==> config.mk <==
export PLATFORM = sky130hd
export DESIGN_NAME = ptda_front
export DESIGN_NICKNAME = d
export VERILOG_FILES = /design/src/rtl/ptda_pkg.sv /design/src/rtl/ptda_front.sv
export SDC_FILE = /design/constraint.sdc
export NUM_CORES = 1
export LEC_CHECK = 0
export ABC_AREA = 1
export BUFFER_PORTS_ARGS = -buffer_cell sky130_fd_sc_hd__buf_2
export CAP_MARGIN = 15
export CORE_UTILIZATION = 55
export DETAILED_ROUTE_END_ITERATION = 7
export PLACE_DENSITY_LB_ADDON = 0.12
export SLEW_MARGIN = 20
export SYNTH_ARGS = -nofsm -noshare
export SYNTH_HDL_FRONTEND = slang
export SYNTH_SLANG_ARGS = --single-unit
==> constraint.sdc <==
create_clock -name clk_i -period 3.1 [get_ports clk_i]
set_clock_uncertainty 0.2 [all_clocks]
set_input_delay 0.155 -clock clk_i [delete_from_list [all_inputs] [get_ports clk_i]]
set_output_delay 0.155 -clock clk_i [all_outputs]
set_load 0.05 [all_outputs]
==> src/rtl/ptda_pkg.sv <==
package ptda_pkg;

  // Fixed-point format and datapath widths.
  localparam int FracBits   = 16;
  localparam int DataW      = 32;
  localparam int DeadZoneW  = 31;
  localparam int CfgIdxW    = 3;
  localparam int QueueDepth = 4;
  localparam int QueuePtrW  = 2;
  localparam int QueueCntW  = 3;

  // Register indexes of the configuration port.
  typedef enum logic [CfgIdxW-1:0] {
    CFG_PROP_GAIN     = 3'd0,
    CFG_INTEGRAL_GAIN = 3'd1,
    CFG_TRIM_LOW      = 3'd2,
    CFG_TRIM_HIGH     = 3'd3,
    CFG_DEAD_ZONE     = 3'd4
  } ptda_cfg_idx_e;

  // Register reset values.
  localparam logic [DataW-1:0]        PropGainRst     = 32'd6554;
  localparam logic [DataW-1:0]        IntegralGainRst = 32'd0;
  localparam logic signed [DataW-1:0] TrimLowRst      = -32'sd19661;
  localparam logic signed [DataW-1:0] TrimHighRst     = 32'sd19661;
  localparam logic [DeadZoneW-1:0]    DeadZoneRst     = 31'd66;

  // Input beat.
  typedef struct packed {
    logic signed [DataW-1:0] target_quality;
    logic signed [DataW-1:0] measured_quality;
  } ptda_in_t;

  // Output beat.
  typedef struct packed {
    logic signed [DataW-1:0] trim_value;
    logic                    is_saturated;
    logic                    in_dead_zone;
  } ptda_out_t;

  // Classified item passed from the front to the back.
  typedef struct packed {
    logic signed [DataW-1:0] err;
    logic                    frozen;
  } ptda_cmd_t;

  // Configuration register file.
  typedef struct packed {
    logic        [DataW-1:0]     prop_gain;
    logic        [DataW-1:0]     integral_gain;
    logic signed [DataW-1:0]     trim_low;
    logic signed [DataW-1:0]     trim_high;
    logic        [DeadZoneW-1:0] dead_zone;
  } ptda_cfg_t;

endpackage

==> src/rtl/ptda_front.sv <==
module ptda_front import ptda_pkg::*; (
  input  logic                 clk_i,
  input  logic                 rst_ni,
  input  logic                 in_valid_i,
  output logic                 in_stall_o,
  input  ptda_in_t             in_data_i,
  input  logic [DeadZoneW-1:0] dead_zone_i,
  input  logic                 full_i,
  output logic                 push_o,
  output ptda_cmd_t            push_data_o
);

  logic                    valid_q, valid_d;
  logic signed [DataW-1:0] err_q, err_d;
  logic        [DataW:0]   diff;
  logic        [DataW-1:0] mag;
  logic                    accept;

  // The stage takes a new beat whenever its contents move on to the queue.
  assign in_stall_o = valid_q && full_i;
  assign accept     = in_valid_i && !in_stall_o;
  assign push_o     = valid_q && !full_i;

  // Error is setpoint minus measurement, saturated to 32 bits.
  always_comb begin
    diff = {in_data_i.target_quality[DataW-1], in_data_i.target_quality}
         - {in_data_i.measured_quality[DataW-1], in_data_i.measured_quality};
    if (diff[DataW] != diff[DataW-1]) begin
      err_d = diff[DataW] ? {1'b1, {(DataW-1){1'b0}}} : {1'b0, {(DataW-1){1'b1}}};
    end else begin
      err_d = diff[DataW-1:0];
    end
  end

  // Dead zone check on the registered error; the most negative error has magnitude 2^31.
  always_comb begin
    mag = err_q[DataW-1] ? (~err_q + 1'b1) : err_q;
    push_data_o.err    = err_q;
    push_data_o.frozen = mag < {1'b0, dead_zone_i};
  end

  always_comb begin
    valid_d = valid_q;
    if (accept) begin
      valid_d = 1'b1;
    end else if (push_o) begin
      valid_d = 1'b0;
    end
  end

  always_ff @(posedge clk_i or negedge rst_ni) begin
    if (!rst_ni) begin
      valid_q <= 1'b0;
    end else begin
      valid_q <= valid_d;
    end
  end

  always_ff @(posedge clk_i) begin
    if (accept) begin
      err_q <= err_d;
    end
  end

endmodule

# After elaboration in Yosys (flattened, before gate mapping)
# Index checks and enable logic that the tools add are counted.
# totals
ff_bits	33
in_bits	99
out_inout_bits	35
word_cells	18
# classes
n_addsub	2
order_cmp	1
eq_ne	1
n_mux	5
bitwise_logic	1
reduce_logical	6
# ops
operator	count
two-way mux 32 bit	3
subtractor 32 x 32 -> 33 bit	1
adder 32 x 1 -> 32 bit (second input constant)	1
less-than comparator 32 x 31 -> 1 bit	1
inverter 32 bit	1
logical AND 1 bit	3
zero test 1 bit	2
two-way mux 1 bit	2
nonzero test 2 bit	1
!= test 1 bit	1

# Logic depth before layout (Yosys ltp)
# logic_depth
word_depth	4
ltp_mapped	18
mapped_depth_nobuf	18

# Worst setup path before layout
# Ideal clock, no wire load.
# synth_timing
kind	reg-to-output
from	register err_q[0]
to	output push_data_o[0] (netlist bit)
arrival_ns	3.172
required_time_ns	2.745
slack_ns	-0.427
path_stages_with_launch	18
n_path_buf	0
cell_sequence	edfxtp_1 > inv_1 > ha_1 > nand2_1 > nor2_1 > nand2_1 > nor4_2 > nand3_1 > o21ai_0 > xor2_1 > ha_1 > a21oi_1 > nor2_1 > a211oi_1 > a21oi_1 > nor2_1 > nand2_1 > nor2_1
# synth_lines
item	line_no	rtl
start, declared	ptda_front.sv:14	logic signed [DataW-1:0] err_q, err_d;
start signal, assigned	ptda_front.sv:61	err_q <= err_d;
end, declared	ptda_front.sv:10	output ptda_cmd_t push_data_o

==> out/summary.md <==
• 111% — Period Utilization, post-route
• 0 — Yosys Warn Count
• reg2out — critical path class
• 5 — Crit Path Max Fanout
• 0 — number of antenna violations at the first check in global routing
• 830 — Post-Synthesis Cells
• 0 — Overflow after GRT
• 4 — Buf+Inv Stages, Crit Path
• 0.925 — final estimated routing congestion in global placement
• 33 — count of state elements after synthesis
• 0.115 ns — WHS
• 18.9% — sequential fraction of the synthesis area
• sky130_fd_sc_hd__edfxtp_1 — slowest stage cell on the critical path
• complete, but fails checks — status
• 0 — diode insertion count for antenna repair
• 1117 — placed cells
• 0.403 ns — actual slew at the worst max-slew pin
• 56.6% — initial core utilization
• 5 — CTS Buf Count
• 0.185 mV — VDD IR max
• simple AND/OR/NAND/NOR gates — family with the most delay on the worst path
• 24.2% — fraction of final layout cells with drive strength greater than 1
• 73.1% — Slew Limit Headroom
• 5230 um2 — synthesized cell area
• sky130_fd_sc_hd__nand2_1, sky130_fd_sc_hd__inv_1, sky130_fd_sc_hd__buf_2 — top library cells by usage in the layout, fill and taps aside
• 6.30 um2 — average cell area after synthesis
• 823 — count of filler cells inserted in the layout
• 10400 um — estimated wirelength of the detail-placed design
• 12000 um — routed wire length
• 133 — port bufs
• 5333 — total number of vias
• 33 — largest net degree at the start of global routing
• 99.5 um — die outline width
• register — CP startpoint kind
• 9240 um2 — Core Area
• 0.06 ns — clock slew at the register clock pins of the worst setup and hold paths
• 35 — number of rows created at floorplan
• 134 — top-level port count
• 1 — final setup vio count
• inv_2 -> ha_4 -> nand2_4 -> nor2_4 -> nand2_2 -> nor4_4 -> buf_4 -> nand2_4 -> o21ai_4 -> xor2_1 -> ha_1 -> inv_2 -> nor3_2 -> nand4_1 -> nor4_2 -> nand2_1 -> a21oi_2 -> nor2_4 -> buf_8 — list of cells traversed by the critical path
• 9900 um2 — die area
• 24.5% — all-layer global routing usage
• 3.10 ns — arrival time reported for the critical path endpoint
• 6250 um2 — Post-DP Area
• 0.290 GHz — highest attainable clock frequency
• 178 — number of design-rule violations left by the first detailed-router iteration
• 1131 — post-route non-filler standard cell count
• 0 — DRC viols
• primary output — crit path capture type
• 0.40 ns — Worst path max stage delay
• negative setup slack — violated checks
• 2.74 ns — data required time at the worst endpoint
• 3.80 nW — LEAKAGE
• 3.45 ns — Min Clock Period, post-route
• 4 — detailed-routing iteration count for the pre-antenna-repair pass
• 0.27 ns — later-pin clock latency in the skew report
• 20000 um — first-pass GRT wire length
• in2reg — path type of the worst min-delay path
• sky130_fd_sc_hd__nand2_1 — commonest non-fill, non-tap cell in the layout
• 33 — clock sinks
• 2 — maximum count of clock buffers along a single path
• 10.6 um — detailed-route wire length per cell
• 35 — Cell variety after synth
• 4688 — via count of the first global-routing pass
• 0 — count of endpoints failing hold in the final timing report
• 0 — Max Slew Vio Count
• 25.0% — signed area change from the synthesized netlist to the final layout
• 70.7% — share of the core filled with cells in the final layout
• 993 — number of nets in the synthesized netlist
• 6530 um2 — finished layout cell area
• 1164 — net count of the finished layout
• 374 nW/um2 — power density over cell area
• sky130_fd_sc_hd__clkbuf_8 — root buffer cell
• 0 — DRT antenna net count
• 99.5 um — vertical extent of the die
• 4.72 — routed via count divided by cell count
• yes — clock tree from TritonCTS
• 0 — reported max-cap violation count
• -0.351 ns — final worst setup slack
• true — unrepaired setup endpoints after global routing
• 2 — CTS H-tree depth
==> state kept, by name, summed over array words and instances, names as in the netlist <==
register and flops:
valid_q 1, err_q 32
==> stage by stage <==
stage	TNS, ns	power [mW]	worst slack [ns]
finish	-0.351	2.45	-0.351
global route	-0.633	2.67	-0.633
CTS	-0.505	2.39	-0.505
detailed placement	-0.192	2.08	-0.192
global placement	-0.153	2.06	-0.153
floorplan	-0.118	1.72	-0.118
==> synthesized netlist by cell type, drive strengths merged <==
library cell    n  area share, %
xor2           36            6.0
nor2           79            6.2
a211oi          1           0.14
inv           164             12
edfxtp         32             18
fa              1           0.38
nand2         285             22
ha             63             15
o21ai          32            3.8
buf             5            1.1
nand3b          8            1.1
clkbuf          3           0.22
o31ai           4           0.57
nor4            3           0.48
nand4           4           0.48
dfrtp           1           0.48
and2            1           0.12
nor3            7           0.67
a21oi          54            5.3
nand3          26            2.8
o211ai          3           0.43
xnor2          10            1.7
o21bai          8            1.1
==> where the power goes <==
group / switching [mW] / internal [mW]
sequential: 0.0456 / 0.589
clock: 0.137 / 0.155
combinational: 0.958 / 0.561
==> worst paths after layout <==
path / end / from / slack (ns) / cells after the start
hold / removal: err_q[0] / in_data_i[0] / 0.12 / 3
min in group asynchronous: valid_q / rst_ni / 0.51 / 3
setup / recovery: push_data_o[0] / err_q[1] / -0.35 / 19
max in group asynchronous: valid_q / rst_ni / 2.08 / 3
setup reg to reg: err_q[6] / valid_q / 1.62 / 4
hold reg to reg: err_q[29] / valid_q / 0.78 / 4
==> metal layers <==
layer	up-vias	GRT usage [%]	part of all wire, %
li1	2942	-	-
met1	2258	34.5	50
met2	127	42.4	46
met3	6	1.05	3.6
met4	0	3.73	0.61
met5	-	0	0
==> logic make-up after synthesis <==
family          synth area share (%)
simple gates                    33.5
buf+inv                         13.1
fa+ha+maj                       15.5
xor+xnor                        7.71
flops                           18.9
compound gates                  11.4
==> timing repair <==
item | in CTS | in global routing
hold endpoints to repair | 2 | 0
pin swaps | 4 | 19
endpoints found under the setup margin | 1 | 1
buffers inserted | 1 | 1
gates resized for setup | 3 | 35
hold buffers | 4 | 0
==> tightest hold or removal path, cell delays in order <==
cell and delay, ns:
sky130_fd_sc_hd__buf_2 0.08, sky130_fd_sc_hd__ha_1 0.13, sky130_fd_sc_hd__a21oi_1 0.06
==> area by class of cell <==
type | instances | area [um2] | share of cell area, %
Multi-Input combinational cell | 625 | 3710 | 56.7
Sequential cell | 33 | 986 | 15.1
Timing Repair Buffer | 172 | 982 | 15.0
Inverter | 164 | 616 | 9.42
Tap cell | 129 | 161 | 2.47
Clock buffer | 6 | 72.6 | 1.11
Clock inverter | 2 | 10.0 | 0.153
Note: power is estimated with default switching activity, not from simulation.
