$ cat src/rtl/ptda_pkg.sv
package ptda_pkg;

  // Fixed-point format and datapath widths.
  localparam int FracBits   = 16;
  localparam int DataW      = 32;
  localparam int DeadZoneW  = 31;
  localparam int CfgIdxW    = 3;
  localparam int QueueDepth = 4;
  localparam int QueuePtrW  = 2;
  localparam int QueueCntW  = 3;

  // Register indexes of the configuration port.
  typedef enum logic [CfgIdxW-1:0] {
    CFG_PROP_GAIN     = 3'd0,
    CFG_INTEGRAL_GAIN = 3'd1,
    CFG_TRIM_LOW      = 3'd2,
    CFG_TRIM_HIGH     = 3'd3,
    CFG_DEAD_ZONE     = 3'd4
  } ptda_cfg_idx_e;

  // Register reset values.
  localparam logic [DataW-1:0]        PropGainRst     = 32'd6554;
  localparam logic [DataW-1:0]        IntegralGainRst = 32'd0;
  localparam logic signed [DataW-1:0] TrimLowRst      = -32'sd19661;
  localparam logic signed [DataW-1:0] TrimHighRst     = 32'sd19661;
  localparam logic [DeadZoneW-1:0]    DeadZoneRst     = 31'd66;

  // Input beat.
  typedef struct packed {
    logic signed [DataW-1:0] target_quality;
    logic signed [DataW-1:0] measured_quality;
  } ptda_in_t;

  // Output beat.
  typedef struct packed {
    logic signed [DataW-1:0] trim_value;
    logic                    is_saturated;
    logic                    in_dead_zone;
  } ptda_out_t;

  // Classified item passed from the front to the back.
  typedef struct packed {
    logic signed [DataW-1:0] err;
    logic                    frozen;
  } ptda_cmd_t;

  // Configuration register file.
  typedef struct packed {
    logic        [DataW-1:0]     prop_gain;
    logic        [DataW-1:0]     integral_gain;
    logic signed [DataW-1:0]     trim_low;
    logic signed [DataW-1:0]     trim_high;
    logic        [DeadZoneW-1:0] dead_zone;
  } ptda_cfg_t;

endpackage

$ cat src/rtl/ptda_queue.sv
module ptda_queue import ptda_pkg::*; (
  input  logic      clk_i,
  input  logic      rst_ni,
  input  logic      push_i,
  input  ptda_cmd_t push_data_i,
  output logic      full_o,
  input  logic      pop_i,
  output logic      empty_o,
  output ptda_cmd_t pop_data_o
);

  ptda_cmd_t              entries_q [QueueDepth];
  logic [QueuePtrW-1:0]   wr_ptr_q, wr_ptr_d;
  logic [QueuePtrW-1:0]   rd_ptr_q, rd_ptr_d;
  logic [QueueCntW-1:0]   count_q, count_d;

  assign full_o     = count_q == QueueCntW'(QueueDepth);
  assign empty_o    = count_q == '0;
  assign pop_data_o = entries_q[rd_ptr_q];

  // Pointer and fill count update.
  always_comb begin
    wr_ptr_d = push_i ? wr_ptr_q + 1'b1 : wr_ptr_q;
    rd_ptr_d = pop_i ? rd_ptr_q + 1'b1 : rd_ptr_q;
    count_d  = count_q;
    if (push_i && !pop_i) begin
      count_d = count_q + 1'b1;
    end else if (pop_i && !push_i) begin
      count_d = count_q - 1'b1;
    end
  end

  always_ff @(posedge clk_i or negedge rst_ni) begin
    if (!rst_ni) begin
      wr_ptr_q <= '0;
      rd_ptr_q <= '0;
      count_q  <= '0;
    end else begin
      wr_ptr_q <= wr_ptr_d;
      rd_ptr_q <= rd_ptr_d;
      count_q  <= count_d;
    end
  end

  // Entry storage.
  always_ff @(posedge clk_i) begin
    if (push_i) begin
      entries_q[wr_ptr_q] <= push_data_i;
    end
  end

endmodule

$ cat config.mk
export PLATFORM = sky130hd
export DESIGN_NAME = ptda_queue
export DESIGN_NICKNAME = d
export VERILOG_FILES = /design/src/rtl/ptda_pkg.sv /design/src/rtl/ptda_queue.sv
export SDC_FILE = /design/constraint.sdc
export NUM_CORES = 1
export LEC_CHECK = 0
export ABC_AREA = 1
export BUFFER_PORTS_ARGS = -buffer_cell sky130_fd_sc_hd__buf_2
export CORE_ASPECT_RATIO = 1.25
export CORE_MARGIN = 3
export CORE_UTILIZATION = 35
export DETAILED_ROUTE_END_ITERATION = 8
export PLACE_DENSITY_LB_ADDON = 0.12
export SYNTH_ARGS = -nofsm -noshare
export SYNTH_HDL_FRONTEND = slang
export SYNTH_SLANG_ARGS = --single-unit
$ cat constraint.sdc
create_clock -name clk_i -period 1.56 [get_ports clk_i]
set_input_delay 0.078 -clock clk_i [delete_from_list [all_inputs] [get_ports clk_i]]
set_output_delay 0.078 -clock clk_i [all_outputs]
set_load 0.005 [all_outputs]
# After elaboration in Yosys (flattened, before gate mapping)
# Memory sizes are Yosys's and may differ from the RTL's.
# Index checks and enable logic that the tools add are counted.
[totals] register_bits=7 ramBits=132 inputBits=37 out_inout_bits=35 word_cells=19 mem_count=1
[op_classes] add_sub_neg=4 eq_ne=1 muxes=4 n_reduce_logical=6
[mem_list] name="entries_q" words=4 word_bits=33 read_ports=1 rd_ports_with_merged_regs=0 write_ports=1 line="ptda_queue.sv:12" text="ptda_cmd_t entries_q [QueueDepth];"
[op_table] operator="2-to-1 mux 3 bit" count=2
[op_table] operator="adder 2 x 1 -> 2 bit, second input constant" count=2
[op_table] operator="adder 3 x 1 -> 3 bit, second input constant" count=1
[op_table] operator="== test 3 bit, second input constant" count=1
[op_table] operator="zero test 3 bit" count=1
[op_table] operator="subtractor 3 x 1 -> 3 bit, second input constant" count=1
[op_table] operator="logical AND 1 bit" count=2
[op_table] operator="zero test 1 bit" count=2
[op_table] operator="2-to-1 mux 1 bit" count=2
[op_table] operator="nonzero test 2 bit" count=1

# Logic depth before layout (Yosys ltp)
# Gate-level depths: netlist (run 1).
[logic_depth] ltp_word=4 mapped_depth=9 depth_no_buf=9

# Least setup slack after synthesis (run 1)
# No wires, ideal clock.
[synth_path] path_kind="register to register" start="register wr_ptr_q[0]" end="memory entries_q[2][0] (netlist name), enable pin" setup_time_ps=388 arrival_time_ps=1325 required_time_ps=1172 setup_slack_ps=-152 stages_incl_launch_ff=5 n_path_buf=0 period_less_slack_ps=1712 cell_sequence="dfrtp_1 > inv_1 > ha_1 > nand2_1 > inv_1"
[synth_rtl] element="start: declaration" line="ptda_queue.sv:13" text="logic [QueuePtrW-1:0] wr_ptr_q, wr_ptr_d;"
[synth_rtl] element="start signal: assignment" line="ptda_queue.sv:39" text="wr_ptr_q <= wr_ptr_d;"
[synth_rtl] element="end: declaration" line="ptda_queue.sv:12"
# Straight into the memory's write port.

==> impl_metrics.yaml, run 1 <==
run_status:
  status: "complete, but fails checks"
  violations: "setup timing"
clock_network:
  numCtsBuffers: 17
  path_clk_slew_ns: 0.06
  cts_tree: "done"
  htree_num_levels: 4
  clock_latency_ns: 0.42
  clock_path_buffers: 2
  clockRootBuffer: "clkbuf_16"
  post_cts_buffers: 0
  cts_sinks: 139
timing:
  setup_tns_ns: -2.090
  timing.final.ws_setup_ns: -0.1151
  rsz0062_at_grt: "yes"
  tightest_slew_ns: 0.3039
  maxSlewHeadroom: 0.7974
  fin_crit_ns: 1.675
  final_hold_viol_count: 0
  slew_violations: 0
  skew_ns: 0.008578
  min_period_over_period: 1.074
  worst_hold_slack_ns: 0.03878
  fmax_mhz: 597.0
  final-setup-viol-count: 33
job:
  drv_cap: 0
global_route:
  grt_overflow: 0
  antenna_found_initial: 0
  track_usage: 0.1351
  grt_pass1_vias: 3405
  grt_max_degree: 52
  grt_pass1_wl_mm: 18.33
routing:
  first_iter_violations: 152
  viasPerCell: 4.360
  ant_nets: 0
  vias: 3401
  avgRoutedWirePerCell_um: 14.41
  wl_mm: 11.24
  route.detailed.drc: 0
  drt-pass1-iter-count: 4
logic_synthesis:
  synth_compound_area_frac: 0.1131
  synth_top_family_by_area: "compound AO/OA/AOI/OAI gates"
  syn_avg_cell_area_um2: 13.59
  synth_fa_ha_area_frac: 0.01404
  synth_mux_area_frac: 0
  yosysSeqAreaShare: 0.7035
  synth_cells: 433
  yosys.area_share.simple: 0.08358
  synth_xor_area_frac: 0.005955
  syn_nets: 476
  yosysUniqueCellTypes: 21
  synth_seq_cells: 139
  synthesis.area_um2: 5883
  synth_warnings: 0
critical_path:
  critical_path_required_ns: 1.48
  reg2reg_to: "entries_q[2][23]$_DFFE_PP_"
  worstSetupEndpointType: "output pin"
  crit_family: "flip-flops"
  crit_path_start_kind: "flop"
  path_class: "reg2out"
  path_buf_inv: 2
  startpoint: "rd_ptr_q[0]$_DFFE_PN0P_"
  reg2regPathDepth: 5
  critPathMaxFanout: 51
  ff2ff_setup_slack_ns: 0.16
  cp_cell_sequence: "buf_12, o211ai_1, nand2_1, buf_2"
  r2r_start: "wr_ptr_q[0]$_DFFE_PN0P_"
  slowest_delay_ns: 0.52
  crit_arrival_ns: 1.60
  slowest_stage: "dfrtp_4"
pwr:
  pwr-share-seq: 0.379
  leakagePower_uw: 0.003023
  clock_power_share: 0.284
  swShare: 0.3205
  p_int_uw: 9279
  max-vdd-ir-drop_mv: 1.142
  p_per_area_nw_per_um2: 1824
  p_sw_uw: 4376
  p_comb_frac: 0.336
floorplan:
  die_w_um: 122.0
  core-area_um2: 16330
  rows: 52
  io_pins: 72
  start_util: 0.3603
  die_area_um2: 18410
  dieHeight_um: 151.0
finish:
  final_cell_area_um2: 7487
  drive_gt1_frac: 0.2996
  diodes: 0
  final_common_cell: "edfxtp_1"
  nets: 594
  syn_to_final_growth_pct: 27.26
  nFillCells: 1464
  layout_common_cells: "edfxtp_1, nand2_1, inv_1"
  multiInputGateArea_um2: 1275
  register_area_um2: 4144
place:
  hpwl_mm: 7.024
  place_area_um2: 6554
  gp_congestion: 0.6643
  port_buffers: 71
worst_hold_path:
  hold_path_class: "in2async"
==> registers in the layout (all words and copies together) (netlist names) <==
| name | flops |
|---|---|
| count_q | 3 |
| entries_q | 132 |
| rd_ptr_q | 2 |
| wr_ptr_q | 2 |
==> layout make-up <==
| type | count | share of cell area |
|---|---|---|
| inverter | 78 | 0.04128 |
| clock inverter | 9 | 0.01621 |
| tap | 216 | 0.03610 |
| sequential | 139 | 0.5535 |
| multi-input combinational | 193 | 0.1703 |
| timing repair buffer | 122 | 0.1228 |
| clock buffer | 23 | 0.05983 |
==> worst max-delay path by stage <==
stage / end / depth (start not counted)
finish: pop_data_o[1] / 4
floorplan: entries_q[2][0]$_DFFE_PP_ / 4
detailed placement: entries_q[2][30]$_DFFE_PP_ / 5
global placement: entries_q[2][30]$_DFFE_PP_ / 5
CTS: pop_data_o[14] / 4
global route: pop_data_o[1] / 4
==> cells in the mapped netlist, drive strengths merged <==
cell type	n	area share
buf	22	0.029
clkbuf	1	0.00064
clkinv	1	0.00085
dfrtp	7	0.030
edfxtp	132	0.67
fa	1	0.0034
ha	5	0.011
inv	77	0.049
nand2	112	0.080
nand3	1	0.00085
nand4	1	0.0011
nor3	2	0.0017
o211ai	66	0.11
o21ai	1	0.00085
xnor2	1	0.0015
xor2	3	0.0045
==> stage by stage <==
stage / power [µW] / worst slack [ns] / cells / util
2_1_floorplan: 8257 / -0.01209 / 433 / -
3_3_place_gp: 9857 / 0.08831 / 712 / 0.4013
3_5_place_dp: 9925 / 0.05305 / 712 / 0.4013
4_1_cts: 13940 / -0.1517 / 780 / 0.4582
5_1_grt: 14570 / -0.2003 / 780 / 0.4585
6_report: 13650 / -0.1151 / 780 / 0.4585
==> cell families (layout without fill, tap and decap cells) <==
logic type,after synthesis,count (layout)
XOR/XNOR,4,4
flip-flops,139,139
adder cells (fa/ha/maj),6,6
AO/OA/AOI/OAI,67,67
buffers and inverters,101,232
AND/OR/NAND/NOR,116,116
==> power by group through the flow <==
stage | logic, µW | registers [µW] | clock network, µW
2_1_floorplan | 3090 | 5160 | 0
6_report | 4590 | 5180 | 3880
3_3_place_gp | 4630 | 5230 | 0
3_5_place_dp | 4660 | 5260 | 0
5_1_grt | 5190 | 5240 | 4140
4_1_cts | 4750 | 5190 | 4000
==> routing by layer <==
metal | vias to the layer above | routed length, µm | track usage | part of all wire
li1 | 1728 | - | - | -
met1 | 1597 | 5095 | 0.1655 | 0.45
met2 | 60 | 5531 | 0.2226 | 0.49
met3 | 16 | 389 | 0.03810 | 0.035
met4 | 0 | 220 | 0.06054 | 0.020
met5 | - | 0 | 0 | 0
==> repair_timing <==
action | 4_1_cts | 5_1_grt
endpoints found under the hold margin | 143 | 0
pin swaps | 4 | 5
hold buffers | 36 | 0
endpoints found under the setup margin | 33 | 55
resized for setup | 0 | 1
Note: power is estimated with default switching activity, not from simulation.
==> run 2: changes to the inputs <==
- CORE_ASPECT_RATIO: 1.25 -> 0.6
- RECOVER_POWER: not set -> 100
==> impl_metrics.yaml, run 2 (synthesis gave the netlist of run 1 again) <==
run_status:
  status: "complete, but fails checks"
  violations: "setup timing"
finish:
  nets: 606
  diodes: 0
  drive_gt1_frac: 0.2639
  nFillCells: 1456
  layout_common_cells: "edfxtp_1, nand2_1, inv_1"
  syn_to_final_growth_pct: 29.63
  regMostFlops: "entries_q"
  largest_reg_flops: 132
  reg_top3: "entries_q (132), count_q (3)"
  post-route-util: 0.4664
  final_common_cell: "edfxtp_1"
place:
  port_buffers: 71
  hpwl_mm: 7.587
  gp_congestion: 0.7203
  pre_cts_ws_ns: 0.08921
pwr:
  p_per_area_nw_per_um2: 1877
  clock_power_share: 0.267
  p_comb_frac: 0.372
  fin_total_pwr_uw: 14310
  pwr-share-seq: 0.362
  swShare: 0.3423
  max-vdd-ir-drop_mv: 0.7382
  p_sw_uw: 4900
  leakagePower_uw: 0.003010
  p_int_uw: 9414
critical_path:
  cp_cell_sequence: "buf_12, buf_16, o211ai_1, nand2_1, buf_2"
  critPathMaxFanout: 8
  startpoint: "rd_ptr_q[0]$_DFFE_PN0P_"
  path_class: "reg2out"
  r2r_start: "wr_ptr_q[0]$_DFFE_PN0P_"
  crit_arrival_ns: 1.66
  slowest_delay_ns: 0.52
  reg2regPathDepth: 5
  worstSetupEndpointType: "output pin"
  slowest_stage: "dfrtp_4"
  crit_path_start_kind: "flop"
  ff2ff_setup_slack_ns: 0.08
  critical_path_required_ns: 1.48
  reg2reg_to: "entries_q[2][13]$_DFFE_PP_"
floorplan:
  core-area_um2: 16350
  start_util: 0.3598
  rows: 36
  io_pins: 72
  die_area_um2: 18450
  dieHeight_um: 106.4
  die_w_um: 173.4
clock_network:
  clock_latency_ns: 0.41
  htree_num_levels: 4
  cts_tree: "done"
  numCtsBuffers: 17
  cts_sinks: 139
  path_clk_slew_ns: 0.06
  clock_path_buffers: 2
  clockRootBuffer: "clkbuf_16"
timing:
  final-setup-viol-count: 34
  slew_violations: 0
  timing.final.ws_setup_ns: -0.1796
  maxSlewHeadroom: 0.7293
  rsz0062_at_grt: "yes"
  fmax_mhz: 574.8
  skew_ns: 0.009078
  min_period_over_period: 1.115
  tightest_slew_ns: 0.4060
  final_hold_viol_count: 0
  fin_crit_ns: 1.740
job:
  drv_cap: 0
routing:
  vias: 3582
  drt-pass1-iter-count: 4
  route.detailed.drc: 0
  ant_nets: 0
  wl_mm: 12.50
  avgRoutedWirePerCell_um: 15.55
  viasPerCell: 4.455
  first_iter_violations: 131
global_route:
  antenna_found_initial: 0
  gr-usage-met1: 0.2036
  track_usage: 0.1427
  grt_pass1_vias: 3646
  grtUsageMet3: 0.04390
  top_usage_layer: "met2"
  groute.layer.met2.usage: 0.2121
  grt_overflow: 0
  grt_pass1_wl_mm: 20.22
  grt_max_degree: 30
worst_hold_path:
  hold_path_class: "in2async"
[run 2: repair_timing]
| action | in CTS | in global routing |
|---|---|---|
| hold endpoints to repair | 143 | 0 |
| buffers inserted | 5 | 0 |
| hold buffers | 36 | 0 |
| gates cloned | 2 | 1 |
| resized for setup | 12 | 4 |
| pin swaps | 21 | 19 |
| endpoints found under the setup margin | 33 | 33 |
[run 2: layer usage]
layer  share of wire  wire length, µm  vias to the layer above
li1                -                -                     1763
met5               0                0                        -
met3           0.057              712                        8
met1            0.51             6407                     1733
met2            0.42             5306                       78
met4          0.0060               75                        0
[run 2: worst max path at each step]
stage | end | cells after the start
after CTS | pop_data_o[9] | 5
after global placement | entries_q[2][14]$_DFFE_PP_ | 5
final | pop_data_o[12] | 5
after detailed placement | entries_q[2][14]$_DFFE_PP_ | 5
after floorplan | entries_q[2][0]$_DFFE_PP_ | 4
after global routing | pop_data_o[11] | 5
[run 2: critical path: cells and delay by family (launching register included)]
kind            cells  cell delay (ns)
flops               1             0.52
buf+inv             3             0.45
compound gates      1             0.15
simple gates        1             0.13
[run 2: cell type report]
type                            count  area [µm²]  area share
Sequential cell                   139        4143      0.5432
Multi-Input combinational cell    193        1285      0.1685
Timing Repair Buffer              134        1041      0.1365
Clock buffer                       17       425.4     0.05578
Inverter                           78       306.5     0.04020
Tap cell                          228       285.3     0.03741
Clock inverter                     15       140.1     0.01838
[run 2: metrics by stage]
step	cell area, µm²	hold WS [ns]	setup TNS, ns	std cells
2_1_floorplan	5898	-0.2176	-0.6080	433
3_3_place_gp	6598	-0.07589	0	728
3_5_place_dp	6598	-0.07147	0	728
4_1_cts	7665	0.01916	-5.281	803
5_1_grt	7626	0.1423	-7.111	804
6_report	7626	0.1036	-4.231	804
[run 2: power groups by stage]
stage               clock network [µW]  registers (µW)  logic (µW)
floorplan                            0            5160        3090
global placement                     0            5300        4670
detailed placement                   0            5330        4740
CTS                               3910            5180        5390
global route                      4080            5250        5900
finish                            3820            5180        5320
==> run 3: changes to the inputs <==
--- a/config.mk
+++ b/config.mk
@@ -13,2 +13,3 @@
 export DETAILED_ROUTE_END_ITERATION = 8
+export GPL_TIMING_DRIVEN = 0
 export PLACE_DENSITY_LB_ADDON = 0.12
--- a/constraint.sdc
+++ b/constraint.sdc
@@ -3,2 +3,2 @@
 set_output_delay 0.078 -clock clk_i [all_outputs]
-set_load 0.005 [all_outputs]
+set_load 0.1 [all_outputs]
==> impl_metrics.yaml, run 3 (synthesis gave the netlist of run 1 again) <==
floorplan:
  start_util: 0.3598
  core-area_um2: 16350
  die_area_um2: 18450
  die_w_um: 173.4
  io_pins: 72
  dieHeight_um: 106.4
  rows: 36
job:
  drv_cap: 0
global_route:
  grt_overflow: 0
  grt_max_degree: 18
  grt_pass1_vias: 3878
  track_usage: 0.1622
  grt_pass1_wl_mm: 22.03
  antenna_found_initial: 0
clock_network:
  cts_tree: "done"
  numCtsBuffers: 17
  htree_num_levels: 4
  clock_path_buffers: 2
  clock_latency_ns: 0.41
  clockRootBuffer: "clkbuf_16"
  path_clk_slew_ns: 0.06
  cts_sinks: 139
critical_path:
  slowest_delay_ns: 0.37
  crit_path_start_kind: "flop"
  path_class: "reg2out"
  worstSetupEndpointType: "output pin"
  critPathMaxFanout: 10
  slowest_stage: "dfrtp_1"
  critical_path_required_ns: 1.48
  path_common_cell: "buf_12"
  crit_arrival_ns: 1.68
  cp_cell_sequence: "buf_6, buf_12, buf_8, o211ai_2, nand2_2, buf_12"
timing:
  setup_tns_ns: -5.383
  timing.final.ws_setup_ns: -0.1945
  tightest_slew_ns: 0.4312
  fin_crit_ns: 1.754
  fmax_mhz: 570.0
  rsz0062_at_grt: "yes"
  final-setup-viol-count: 33
  maxSlewHeadroom: 0.7125
  skew_ns: 0.006565
  slew_violations: 0
  min_period_over_period: 1.125
  final_hold_viol_count: 0
finish:
  regMostFlops: "entries_q"
  syn_to_final_growth_pct: 41.43
  final_cell_area_um2: 8320
  diodes: 0
  reg_top3: "entries_q (132), count_q (3)"
  final_common_cell: "edfxtp_1"
  nets: 619
  layout_common_cells: "edfxtp_1, inv_1, nand2_1"
  largest_reg_flops: 132
  post-route-util: 0.5089
  drive_gt1_frac: 0.3367
worst_hold_path:
  hold_path_class: "in2reg"
place:
  place_area_um2: 6629
  pre_cts_ws_ns: -0.5284
  port_buffers: 71
  hpwl_mm: 7.764
  gp_congestion: 0.6793
run_status:
  violations: "setup timing"
  status: "complete, but fails checks"
routing:
  drt-pass1-iter-count: 5
  wl_mm: 14.03
  ant_nets: 0
  avgRoutedWirePerCell_um: 17.19
  route.detailed.drc: 0
  viasPerCell: 4.472
  vias: 3649
  first_iter_violations: 212
==> run 3: changes by cell type in the layout (fill, tap and decap cells not counted), moves of 7 or more <==
cell	change
buf_4	+8
nand2_1	-31
buf_8	+7
buf_12	+30
nand2_2	+32
buf_2	-32
==> run 3: layer usage <==
metal / vias to the layer above / track usage / routed length, µm
li1: 1780 / - / -
met1: 1791 / 0.2265 / 6956
met2: 63 / 0.2525 / 6430
met3: 15 / 0.03426 / 503
met4: 0 / 0.05549 / 140
met5: - / 0 / 0
==> run 3: timing repair <==
action                                  CTS  global route
hold buffers                             35             0
endpoints found under the hold margin   141             0
buffers inserted                         14             0
gates cloned                              4             0
endpoints found under the setup margin  167            37
pin swaps                                 6            27
gates resized for setup                 125            49
==> run 3: critical path: cells and delay by family, from the launching register on <==
kind | cells | cell delay (ns)
AND/OR/NAND/NOR | 1 | 0.10
AO/OA/AOI/OAI | 1 | 0.17
flip-flops | 1 | 0.37
buffers and inverters | 4 | 0.62
==> run 3: cell type report <==
cell class | instances | area, µm²
Buffer | 23 | 265.3
Clock buffer | 18 | 429.2
Clock inverter | 13 | 214.0
Fill cell | 1402 | 8030
Inverter | 78 | 305.3
Multi-Input combinational cell | 193 | 1389
Sequential cell | 139 | 4139
Tap cell | 228 | 285.3
Timing Repair Buffer | 120 | 1269
Timing Repair inverter | 4 | 25.02
==> run 3: worst paths after layout <==
kind | startpoint | to | slack, ns | cells past startpoint
setup / recovery | rd_ptr_q[0]$_DFFE_PN0P_ | pop_data_o[6] | -0.19 | 6
hold reg to reg | count_q[2]$_DFFE_PN0P_ | count_q[2]$_DFFE_PN0P_ | 0.51 | 2
min in group asynchronous | rst_ni | count_q[2]$_DFFE_PN0P_ | 0.11 | 2
max in group asynchronous | rst_ni | count_q[1]$_DFFE_PN0P_ | 1.15 | 2
setup reg to reg | wr_ptr_q[0]$_DFFE_PN0P_ | entries_q[2][14]$_DFFE_PP_ | 0 | 5
hold / removal | push_i | count_q[0]$_DFFE_PN0P_ | 0.08 | 3
==> run 3: through the flow <==
step,hold WS [ns],instances
floorplan,-0.2176,433
global placement,-0.07039,732
detailed placement,-0.06694,732
CTS,0.02107,816
global route,0.09599,816
finish,0.07512,816
Power of run 3 is left out: the tool's default activity adds up to more than one toggle a clock period on the data nets, which glitch-free logic cannot reach.
